<file path="config.mk">
export PLATFORM = sky130hd
export DESIGN_NAME = cartesian_grid_point_generator_core_flat
export DESIGN_NICKNAME = d
export VERILOG_FILES = /design/src/rtl/cgpg_pkg.sv /design/src/rtl/cgpg_if.sv /design/src/rtl/cartesian_grid_point_generator_core.sv /design/src/rtl/cgpg_cordic.sv /design/src/flat_wrapper.sv
export SDC_FILE = /design/constraint.sdc
export NUM_CORES = 2
export LEC_CHECK = 0
export BUFFER_PORTS_ARGS = -buffer_cell sky130_fd_sc_hd__buf_2
export CAP_MARGIN = 25
export CORE_ASPECT_RATIO = 0.75
export CORE_MARGIN = 2
export CORE_UTILIZATION = 45
export CTS_CLUSTER_SIZE = 14
export DETAILED_ROUTE_END_ITERATION = 8
export GPL_TIMING_DRIVEN = 0
export HOLD_SLACK_MARGIN = 0.05
export PLACE_DENSITY = 0.67
export RECOVER_POWER = 50
export SLEW_MARGIN = 30
export SYNTH_ARGS = -nofsm -noshare
export SYNTH_HDL_FRONTEND = slang
export SYNTH_SLANG_ARGS = --single-unit
export TNS_END_PERCENT = 5
</file>
<file path="constraint.sdc">
create_clock -name clk -period 16.8 [get_ports clk]
set_clock_uncertainty 0.1 [all_clocks]
set_input_delay 1.68 -clock clk [delete_from_list [all_inputs] [get_ports clk]]
set_output_delay 1.68 -clock clk [all_outputs]
set_load 0.01 [all_outputs]
</file>
<file path="src/rtl/cgpg_pkg.sv">
// Package for the grid point generator: field widths, register codes,
// fixed-point constants and the arctangent table of the CORDIC unit.
// Depends on nothing; compiled first.
`timescale 1ns / 1ps
`default_nettype none

package cgpg_pkg;

  // Field and register widths
  localparam int STEP_W = 6;
  localparam int SPC_W  = 13;
  localparam int IDX_W  = 7;
  localparam int POS_W  = 20;
  localparam int RAD_W  = 20;
  localparam int BRG_W  = 17;
  localparam int CFG_W  = 13;
  localparam int CFG_A  = 2;

  // Register indexes of the configuration port
  localparam logic [CFG_A-1:0] REG_STEPS_X      = 2'd0;
  localparam logic [CFG_A-1:0] REG_STEPS_Y      = 2'd1;
  localparam logic [CFG_A-1:0] REG_SPACING      = 2'd2;
  localparam logic [CFG_A-1:0] REG_INCLUDE_ZERO = 2'd3;

  // Reset values of the registers
  localparam logic [STEP_W-1:0] STEPS_RST   = 6'd1;
  localparam logic [SPC_W-1:0]  SPACING_RST = 13'd256;

  // Step count ceiling
  localparam int MAX_STEPS = 63;
  localparam logic [7:0] MAX_STEPS_V = 8'(MAX_STEPS);

  // Fixed-point formats
  localparam int FRAC_BITS  = 8;
  localparam int GUARD_BITS = 8;
  localparam int ANG_FRAC   = 20;
  localparam int CORDIC_ITERS_DEF = 16;

  // CORDIC datapath
  localparam int DP_W      = 32;
  localparam int HALF_TURN = 180;
  localparam int HALF_Z    = HALF_TURN * (2 ** ANG_FRAC);
  localparam int BRG_LIM   = HALF_TURN * (2 ** FRAC_BITS);
  localparam int BRG_SHIFT = ANG_FRAC - FRAC_BITS;
  localparam logic [29:0] INV_GAIN = 30'd652032874;

  // atan(2^-i) in degrees, 20 fraction bits
  function automatic logic [25:0] atan_lut(input logic [4:0] i);
    logic [25:0] a;
    unique case (i)
      5'd0:    a = 26'd47185920;
      5'd1:    a = 26'd27855475;
      5'd2:    a = 26'd14718068;
      5'd3:    a = 26'd7471121;
      5'd4:    a = 26'd3750058;
      5'd5:    a = 26'd1876857;
      5'd6:    a = 26'd938658;
      5'd7:    a = 26'd469357;
      5'd8:    a = 26'd234682;
      5'd9:    a = 26'd117342;
      5'd10:   a = 26'd58671;
      5'd11:   a = 26'd29335;
      5'd12:   a = 26'd14668;
      5'd13:   a = 26'd7334;
      5'd14:   a = 26'd3667;
      5'd15:   a = 26'd1833;
      5'd16:   a = 26'd917;
      5'd17:   a = 26'd458;
      5'd18:   a = 26'd229;
      5'd19:   a = 26'd115;
      5'd20:   a = 26'd57;
      5'd21:   a = 26'd29;
      5'd22:   a = 26'd14;
      5'd23:   a = 26'd7;
      default: a = 26'd0;
    endcase
    return a;
  endfunction

endpackage

`default_nettype wire

</file>
<file path="src/rtl/cgpg_if.sv">
// Valid/ready channel interfaces: point requests in, grid points out.
// Depends on cgpg_pkg for the field widths.
`timescale 1ns / 1ps
`default_nettype none

interface cgpg_req_if;
  logic valid;
  logic ready;
  logic restart;

  modport source (output valid, output restart, input ready);
  modport sink   (input valid, input restart, output ready);
endinterface

interface cgpg_pt_if import cgpg_pkg::*; ();
  logic                    valid;
  logic                    ready;
  logic signed [POS_W-1:0] x_pos;
  logic signed [POS_W-1:0] y_pos;
  logic        [RAD_W-1:0] radius;
  logic signed [BRG_W-1:0] bearing;
  logic                    last_point;

  modport source (output valid, output x_pos, output y_pos, output radius,
                  output bearing, output last_point, input ready);
  modport sink   (input valid, input x_pos, input y_pos, input radius,
                  input bearing, input last_point, output ready);
endinterface

`default_nettype wire

</file>
<file path="src/rtl/cartesian_grid_point_generator_core.sv">
// Grid point generator: walks a raster of points and gives each point's
// position, radius and compass bearing. Needs cgpg_pkg, cgpg_if, cgpg_cordic.
// Use: each transaction on req asks for the next grid point; restart=1 goes
// back to the first point. Columns step in the outer loop, rows in the inner
// one, over -steps..+steps on each axis; the origin is dropped unless
// include_zero is set. Each point leaves on pt as one transaction, with
// last_point marking the end of the grid. An empty grid (no steps, origin
// dropped) takes the request and gives nothing.
// Timing: req is taken only while no point is in work. After its request a
// point passes through the position multiply, the CORDIC unit's set-up,
// CORDIC_ITERS rotations, gain multiply, rounding and the output register
// load. The rotation loop of the shared CORDIC stage sets the rate: a new
// request is taken only once the previous point is in the output register
// and the core is back in idle. The pt output register holds a finished
// point while the receiver stalls; the next request is still taken and its
// point waits until the register frees. Reset (rst, synchronous) restores
// the register defaults and makes the next request start from the first
// point. Configuration is written through cfg_we/cfg_index/cfg_data; the
// user must write it only while idle, the core does not enforce this.
`timescale 1ns / 1ps
`default_nettype none

module cartesian_grid_point_generator_core import cgpg_pkg::*; #(
  parameter int CORDIC_ITERS = CORDIC_ITERS_DEF
) (
  input  logic             clk,
  input  logic             rst,
  input  logic             cfg_we,
  input  logic [CFG_A-1:0] cfg_index,
  input  logic [CFG_W-1:0] cfg_data,
  cgpg_req_if.sink         req,
  cgpg_pt_if.source        pt
);

  localparam logic [1:0] ST_IDLE = 2'd0;
  localparam logic [1:0] ST_MUL  = 2'd1;
  localparam logic [1:0] ST_WAIT = 2'd2;

  logic [1:0]              state;
  logic [STEP_W-1:0]       steps_x, steps_y;
  logic [SPC_W-1:0]        spacing;
  logic                    include_zero;
  logic signed [IDX_W-1:0] col_index, row_index;
  logic                    scan_started;
  logic signed [IDX_W-1:0] pt_col, pt_row;
  logic                    pt_last;
  logic signed [POS_W-1:0] x_hold, y_hold;

  logic [STEP_W-1:0]       sx_u, sy_u;
  logic signed [IDX_W-1:0] sx, sy, nsx, nsy, c0, r0, c1, r1, c2, r2;
  logic                    out_range, reload, skip, last, grid_empty, acc;
  logic signed [POS_W-1:0] x_prod, y_prod;
  logic                    cordic_start, cordic_busy, load_out;
  logic [RAD_W-1:0]        cordic_radius;
  logic signed [BRG_W-1:0] cordic_bearing;

  // configuration registers
  always_ff @(posedge clk) begin
    if (rst) begin
      steps_x      <= STEPS_RST;
      steps_y      <= STEPS_RST;
      spacing      <= SPACING_RST;
      include_zero <= 1'b0;
    end else if (cfg_we) begin
      unique case (cfg_index)
        REG_STEPS_X:      steps_x      <= cfg_data[STEP_W-1:0];
        REG_STEPS_Y:      steps_y      <= cfg_data[STEP_W-1:0];
        REG_SPACING:      spacing      <= cfg_data[SPC_W-1:0];
        REG_INCLUDE_ZERO: include_zero <= cfg_data[0];
        default:          ;
      endcase
    end
  end

  // index walk for the request at hand
  always_comb begin
    sx_u = (8'(steps_x) > MAX_STEPS_V) ? MAX_STEPS_V[STEP_W-1:0] : steps_x;
    sy_u = (8'(steps_y) > MAX_STEPS_V) ? MAX_STEPS_V[STEP_W-1:0] : steps_y;
    sx   = $signed({1'b0, sx_u});
    sy   = $signed({1'b0, sy_u});
    nsx  = -sx;
    nsy  = -sy;
    grid_empty = (sx_u == '0) && (sy_u == '0) && !include_zero;
    out_range  = (col_index < nsx) || (col_index > sx) ||
                 (row_index < nsy) || (row_index > sy);
    reload = req.restart || !scan_started || out_range;
    c0 = reload ? nsx : col_index;
    r0 = reload ? nsy : row_index;
    // drop the origin by index
    skip = (c0 == '0) && (r0 == '0) && !include_zero;
    c1 = c0;
    r1 = r0;
    if (skip) begin
      if (r0 == sy) begin
        r1 = nsy;
        c1 = c0 + 7'sd1;
      end else begin
        r1 = r0 + 7'sd1;
      end
    end
    last = (c1 == sx) && (r1 == sy);
    // wrap on equality: the row never passes sy
    c2 = c1;
    if (r1 == sy) begin
      r2 = nsy;
      c2 = c1 + 7'sd1;
    end else begin
      r2 = r1 + 7'sd1;
    end
  end

  assign req.ready    = (state == ST_IDLE);
  assign acc          = req.valid && req.ready;
  assign x_prod       = pt_col * $signed({1'b0, spacing});
  assign y_prod       = pt_row * $signed({1'b0, spacing});
  assign cordic_start = (state == ST_MUL);
  assign load_out     = (state == ST_WAIT) && !cordic_busy && (!pt.valid || pt.ready);

  always_ff @(posedge clk) begin
    if (rst) begin
      state        <= ST_IDLE;
      col_index    <= '0;
      row_index    <= '0;
      scan_started <= 1'b0;
    end else begin
      unique case (state)
        ST_IDLE: begin
          if (acc) begin
            if (grid_empty) begin
              scan_started <= 1'b0;
            end else begin
              pt_col       <= c1;
              pt_row       <= r1;
              pt_last      <= last;
              scan_started <= !last;
              col_index    <= last ? c1 : c2;
              row_index    <= last ? r1 : r2;
              state        <= ST_MUL;
            end
          end
        end
        ST_MUL: begin
          x_hold <= x_prod;
          y_hold <= y_prod;
          state  <= ST_WAIT;
        end
        ST_WAIT: begin
          if (load_out) begin
            state <= ST_IDLE;
          end
        end
        default: state <= ST_IDLE;
      endcase
    end
  end

  // output register: hold the point until the receiver takes it
  always_ff @(posedge clk) begin
    if (rst) begin
      pt.valid <= 1'b0;
    end else if (load_out) begin
      pt.valid <= 1'b1;
    end else if (pt.ready) begin
      pt.valid <= 1'b0;
    end
  end

  always_ff @(posedge clk) begin
    if (load_out) begin
      pt.x_pos      <= x_hold;
      pt.y_pos      <= y_hold;
      pt.radius     <= cordic_radius;
      pt.bearing    <= cordic_bearing;
      pt.last_point <= pt_last;
    end
  end

  cgpg_cordic #(
    .ITERS (CORDIC_ITERS)
  ) u_cordic (
    .clk     (clk),
    .rst     (rst),
    .start   (cordic_start),
    .x       (x_prod),
    .y       (y_prod),
    .busy    (cordic_busy),
    .radius  (cordic_radius),
    .bearing (cordic_bearing)
  );

  a_accept_starts: assert property (@(posedge clk) disable iff (rst)
    (acc && !grid_empty) |=> (state == ST_MUL))
    else $error("request taken but no point started");

  a_no_overwrite: assert property (@(posedge clk) disable iff (rst)
    load_out |-> (!pt.valid || pt.ready))
    else $error("pending point overwritten");

  a_scan_end: assert property (@(posedge clk) disable iff (rst)
    $fell(scan_started) |-> $past(acc && (grid_empty || last)))
    else $error("walk ended without a last point or empty grid");

  a_start_busy: assert property (@(posedge clk) disable iff (rst)
    cordic_start |=> (cordic_busy && state == ST_WAIT))
    else $error("cordic did not take the point");

endmodule

`default_nettype wire

</file>
<file path="src/rtl/cgpg_cordic.sv">
// Iterative CORDIC vectoring unit: radius and compass bearing of one point,
// one rotation per cycle through a single shift/add stage.
// Depends on cgpg_pkg for formats, gain constant and arctangent table.
`timescale 1ns / 1ps
`default_nettype none

module cgpg_cordic import cgpg_pkg::*; #(
  parameter int ITERS = CORDIC_ITERS_DEF
) (
  input  logic                    clk,
  input  logic                    rst,
  input  logic                    start,
  input  logic signed [POS_W-1:0] x,
  input  logic signed [POS_W-1:0] y,
  output logic                    busy,
  output logic        [RAD_W-1:0] radius,
  output logic signed [BRG_W-1:0] bearing
);

  localparam int ITER_W = $clog2(ITERS);
  localparam logic [ITER_W-1:0] ITER_LAST = ITER_W'(ITERS - 1);

  localparam logic [2:0] C_IDLE  = 3'd0;
  localparam logic [2:0] C_INIT  = 3'd1;
  localparam logic [2:0] C_ITER  = 3'd2;
  localparam logic [2:0] C_GAIN  = 3'd3;
  localparam logic [2:0] C_ROUND = 3'd4;

  localparam logic [61:0] RAD_RND = 62'(1) << 37;
  localparam logic signed [DP_W-1:0] Z_RND = DP_W'(2 ** (BRG_SHIFT - 1));
  localparam logic signed [DP_W-1:0] LIM_P = DP_W'(BRG_LIM);
  localparam logic signed [DP_W-1:0] LIM_N = -DP_W'(BRG_LIM);
  localparam logic signed [DP_W-1:0] HZ_P  = DP_W'(HALF_Z);
  localparam logic signed [DP_W-1:0] HZ_N  = -DP_W'(HALF_Z);

  logic [2:0]               state;
  logic signed [POS_W-1:0]  cx, cy;
  logic signed [DP_W-1:0]   u, v, z;
  logic [ITER_W-1:0]        iter;
  logic                     origin;
  logic [60:0]              prod;

  logic signed [DP_W-1:0]   xs, ys, du, dv, at, zr, zb;
  logic [61:0]              rsum;
  logic [23:0]              rfull;

  assign busy = (state != C_IDLE);

  always_comb begin
    xs    = DP_W'(cx) <<< GUARD_BITS;
    ys    = DP_W'(cy) <<< GUARD_BITS;
    du    = v >>> iter;
    dv    = u >>> iter;
    at    = $signed(DP_W'(atan_lut(5'(iter))));
    rsum  = 62'(prod) + RAD_RND;
    rfull = rsum[61:38];
    zr    = z + Z_RND;
    zb    = zr >>> BRG_SHIFT;
  end

  always_ff @(posedge clk) begin
    if (rst) begin
      state <= C_IDLE;
    end else begin
      unique case (state)
        C_IDLE: begin
          if (start) begin
            cx    <= x;
            cy    <= y;
            state <= C_INIT;
          end
        end
        C_INIT: begin
          // lower half plane: turn the vector half a turn first
          if (cy < 0) begin
            u <= -ys;
            v <= -xs;
            z <= (cx >= 0) ? HZ_P : HZ_N;
          end else begin
            u <= ys;
            v <= xs;
            z <= '0;
          end
          origin <= (cx == 0) && (cy == 0);
          iter   <= '0;
          state  <= C_ITER;
        end
        C_ITER: begin
          if (v > 0) begin
            u <= u + du;
            v <= v - dv;
            z <= z + at;
          end else begin
            u <= u - du;
            v <= v + dv;
            z <= z - at;
          end
          if (iter == ITER_LAST) begin
            state <= C_GAIN;
          end else begin
            iter <= iter + 1'b1;
          end
        end
        C_GAIN: begin
          prod  <= u[30:0] * INV_GAIN;
          state <= C_ROUND;
        end
        C_ROUND: begin
          if (origin) begin
            radius  <= '0;
            bearing <= '0;
          end else begin
            radius <= (rfull > 24'hFFFFF) ? 20'hFFFFF : rfull[RAD_W-1:0];
            if (zb > LIM_P) begin
              bearing <= BRG_W'(LIM_P);
            end else if (zb < LIM_N) begin
              bearing <= BRG_W'(LIM_N);
            end else begin
              bearing <= BRG_W'(zb);
            end
          end
          state <= C_IDLE;
        end
        default: state <= C_IDLE;
      endcase
    end
  end

  a_start_idle: assert property (@(posedge clk) disable iff (rst)
    start |-> (state == C_IDLE))
    else $error("cordic started while busy");

  a_gain_positive: assert property (@(posedge clk) disable iff (rst)
    (state == C_GAIN) |-> !u[DP_W-1])
    else $error("cordic magnitude went negative");

  a_iter_exit: assert property (@(posedge clk) disable iff (rst)
    (state == C_ITER && iter == ITER_LAST) |=> (state == C_GAIN))
    else $error("cordic missed the end of the rotation sweep");

endmodule

`default_nettype wire

</file>
<file path="src/flat_wrapper.sv">
// flat-port wrapper written by rule: the top's interface ports become plain ports
module cartesian_grid_point_generator_core_flat import cgpg_pkg::*;
#(
  parameter int CORDIC_ITERS = CORDIC_ITERS_DEF
)
  (clk, rst, cfg_we, cfg_index, cfg_data, req_valid, req_restart, req_ready, pt_valid, pt_x_pos, pt_y_pos, pt_radius, pt_bearing, pt_last_point, pt_ready);
  cgpg_req_if req_i ();
  cgpg_pt_if pt_i ();
  input  logic clk;
  input  logic rst;
  input  logic cfg_we;
  input  logic [CFG_A-1:0] cfg_index;
  input  logic [CFG_W-1:0] cfg_data;
  input wire logic [$bits(req_i.valid)-1:0] req_valid;
  input wire logic [$bits(req_i.restart)-1:0] req_restart;
  output wire logic [$bits(req_i.ready)-1:0] req_ready;
  output wire logic [$bits(pt_i.valid)-1:0] pt_valid;
  output wire logic [$bits(pt_i.x_pos)-1:0] pt_x_pos;
  output wire logic [$bits(pt_i.y_pos)-1:0] pt_y_pos;
  output wire logic [$bits(pt_i.radius)-1:0] pt_radius;
  output wire logic [$bits(pt_i.bearing)-1:0] pt_bearing;
  output wire logic [$bits(pt_i.last_point)-1:0] pt_last_point;
  input wire logic [$bits(pt_i.ready)-1:0] pt_ready;
  assign req_i.valid = req_valid;
  assign req_i.restart = req_restart;
  assign req_ready = req_i.ready;
  assign pt_valid = pt_i.valid;
  assign pt_x_pos = pt_i.x_pos;
  assign pt_y_pos = pt_i.y_pos;
  assign pt_radius = pt_i.radius;
  assign pt_bearing = pt_i.bearing;
  assign pt_last_point = pt_i.last_point;
  assign pt_i.ready = pt_ready;
  cartesian_grid_point_generator_core #(.CORDIC_ITERS(CORDIC_ITERS)) u_core (.clk(clk), .rst(rst), .cfg_we(cfg_we), .cfg_index(cfg_index), .cfg_data(cfg_data), .req(req_i), .pt(pt_i));
endmodule
</file>
==> results.yml <==
sta:
  drv_slew: 0
  rsz0062_at_grt: "false"
  fmax_mhz: 107.8
  setup_tns_ps: 0
  slew_headroom: 0.09395
  setup_viol: 0
  period_minus_slack_ps: 9273
  finalCritPeriodShare: 0.5520
  hold_viol_final: 0
  tightest_slew_ps: 1359
die:
  core_sq_um: 107100
  io_pins: 101
  die_width_um: 383.0
  start_util: 0.4527
  rows: 104
  die_h_um: 288.3
  dieArea_sq_um: 110400
critical_path:
  cp_slowest_cell: "edfxtp_1"
  crit_path_end_kind: "flop"
  startpoint_type: "flop"
  crit_fanout: 12
  path_class: "reg2reg"
  critPathMostFrequentCell: "fa_1"
  crit_required_ps: 17080
  cp_slowest_stage_delay_ps: 950
  cp.arrival_ps: 9550
  path_buf_inv: 4
  crit_family: "adder cells"
yosys:
  synth_top_area_frac: 0.2288
  postSynthCellCount: 4789
  yosysTopAreaCell: "fa_1"
  ys_seq_area_frac: 0.2376
  syn-num-nets: 5950
  synthTopCellsByArea: "fa_1 23%, edfxtp_1 21%, ha_1 15%"
  ys_top_cells_by_count: "819 x inv_1, 586 x ha_1, 554 x fa_1"
  avgSynthCellArea_sq_um: 10.12
  synth.most_common_cell: "inv_1"
  ys_warn_count: 0
  ys.flop_type: "edfxtp_1"
  ys_async_sr_fraction: 0
  synth-edff-count: 335
  synth_area_sq_um: 48480
  synth.distinct_cells: 93
  synth-seq-cells: 408
drt:
  drtAntennaViolNets: 0
  drt-initial-drc-count: 3300
  firstDrtPassIters: 8
  drt-total-wl_um: 130300
  num_vias: 35450
  drc_errors: 0
  viasPerCell: 5.505
  wl_per_cell_um: 20.24
grt:
  grt_use_total: 0.2371
  grt_pass1_wl_um: 203100
  grt_remaining_overflow: 0
  antenna_found_initial: 2
  grt_max_degree: 25
  grt_pass1_vias: 34730
finish:
  final_nets: 6129
  nFillCells: 9851
  syn2layout_area_growth_pct: 8.351
  layout-drive-gt1-share: 0.05692
  design_area_sq_um: 52530
hold_path:
  hp-class: "reg2reg"
cts:
  insertion_delay_ps: 640
  tritoncts: "yes"
  cts-resized-gates: 0
  h-tree-depth: 2
  cts_max_path_buffers: 3
  cts_root_buf: "clkbuf_16"
  clk_pin_slew_worst_paths_ps: 70
  cts_buffers: 47
  clock-sinks: 408
  cts_setup_buffers: 0
  hold_buffers: 0
power:
  p_leak_uw: 0.02369
  total_power_uw: 8397
  powerDensity_nw_per_um2: 159.8
  ir_drop_uv: 304.2
run:
  drv_cap: 0
placed_design:
  hpwl_um: 106900
  port_buffers: 100
  finalWeightedCongestion: 0.9521
  place_area_sq_um: 51200
status:
  outcome: "complete, no violations"
## cell type report
type	instances	area, sq um	share of cell area
well taps	1431	1790	0.03408
multi-input cells	3430	33350	0.6349
clock inverters	25	289.0	0.005502
inverters	819	3074	0.05852
diodes	1	2.502	0.00004764
clock buffers	63	1339	0.02549
repair buffers	130	619.3	0.01179
plain buffers	132	541.8	0.01031
flip-flops and latches	408	11520	0.2193
## power by group
group / leakage [uW] / switching (uW) / internal (uW)
Combinational: 0.0192 / 3350 / 2550
Clock: 0.000793 / 467 / 617
Sequential: 0.00365 / 63.2 / 1350
## state kept, by name, summed over array words and instances (netlist names), 24 cells and up
register and cells:
u_core.u_cordic.prod 24, u_core.u_cordic.at 26, u_core.u_cordic.v 32, u_core.u_cordic.z 32
u_core.u_cordic.u 32
## cell families after synthesis
family | after synthesis | share of synthesized area
AOI/OAI and AO/OA | 726 | 0.09234
xor gates and xnor gates | 307 | 0.05546
adders and majority gates | 1140 | 0.3800
buffers and inverters | 951 | 0.07456
DFF | 408 | 0.2376
muxes | 146 | 0.04725
and+or+nand+nor | 1111 | 0.1128
## metrics by stage
step	instances	setup WS (ps)	hold WS (ps)	utilization
5_1_grt	6439	7013	321.4	0.4905
2_1_floorplan	4789	7142	300.3	-
6_report	6439	7527	311.6	0.4905
3_5_place_dp	6349	7545	304.5	0.4781
3_3_place_gp	6320	2674	302.4	0.4741
4_1_cts	6437	7514	308.6	0.4933
## metal layers
layer  vias to the layer above  global-route usage  share of wire
met2                      1257              0.3447           0.42
met4                         0             0.04833          0.017
met5                         -                   0              0
li1                      16470                   -              -
met1                     17600              0.3630           0.47
met3                       128             0.04927          0.087
## cells in the final DEF, fill, tap and decap left out, types with 73 or more instances in the layout
master    Yosys  layout
nor2_1      266     265
a21oi_1     251     251
and2_1      125     118
clkbuf_1    101     186
o21ai_0     170     170
inv_1       819     819
dfxtp_1      73      73
nand2_1     312     312
edfxtp_1    335     335
fa_1        554     554
xor2_1      124     124
ha_1        586     586
nand3_1      73      73
xnor2_1     183     183
## worst paths after layout
check        depth (start not counted)                       startpoint  slack (ps)                            endpoint
max                                 26  u_core.u_cordic.u[10]$_DFFE_PP_        7530  u_core.u_cordic.prod[60]$_DFFE_PP_
min                                  0      u_core.y_hold[10]$_DFFE_PP_         310       u_core.pt.y_pos[10]$_DFFE_PP_
max reg2reg                         26  u_core.u_cordic.u[10]$_DFFE_PP_        7530  u_core.u_cordic.prod[60]$_DFFE_PP_
min reg2reg                          0      u_core.y_hold[10]$_DFFE_PP_         310       u_core.pt.y_pos[10]$_DFFE_PP_
(Power assumes the default switching activity.)
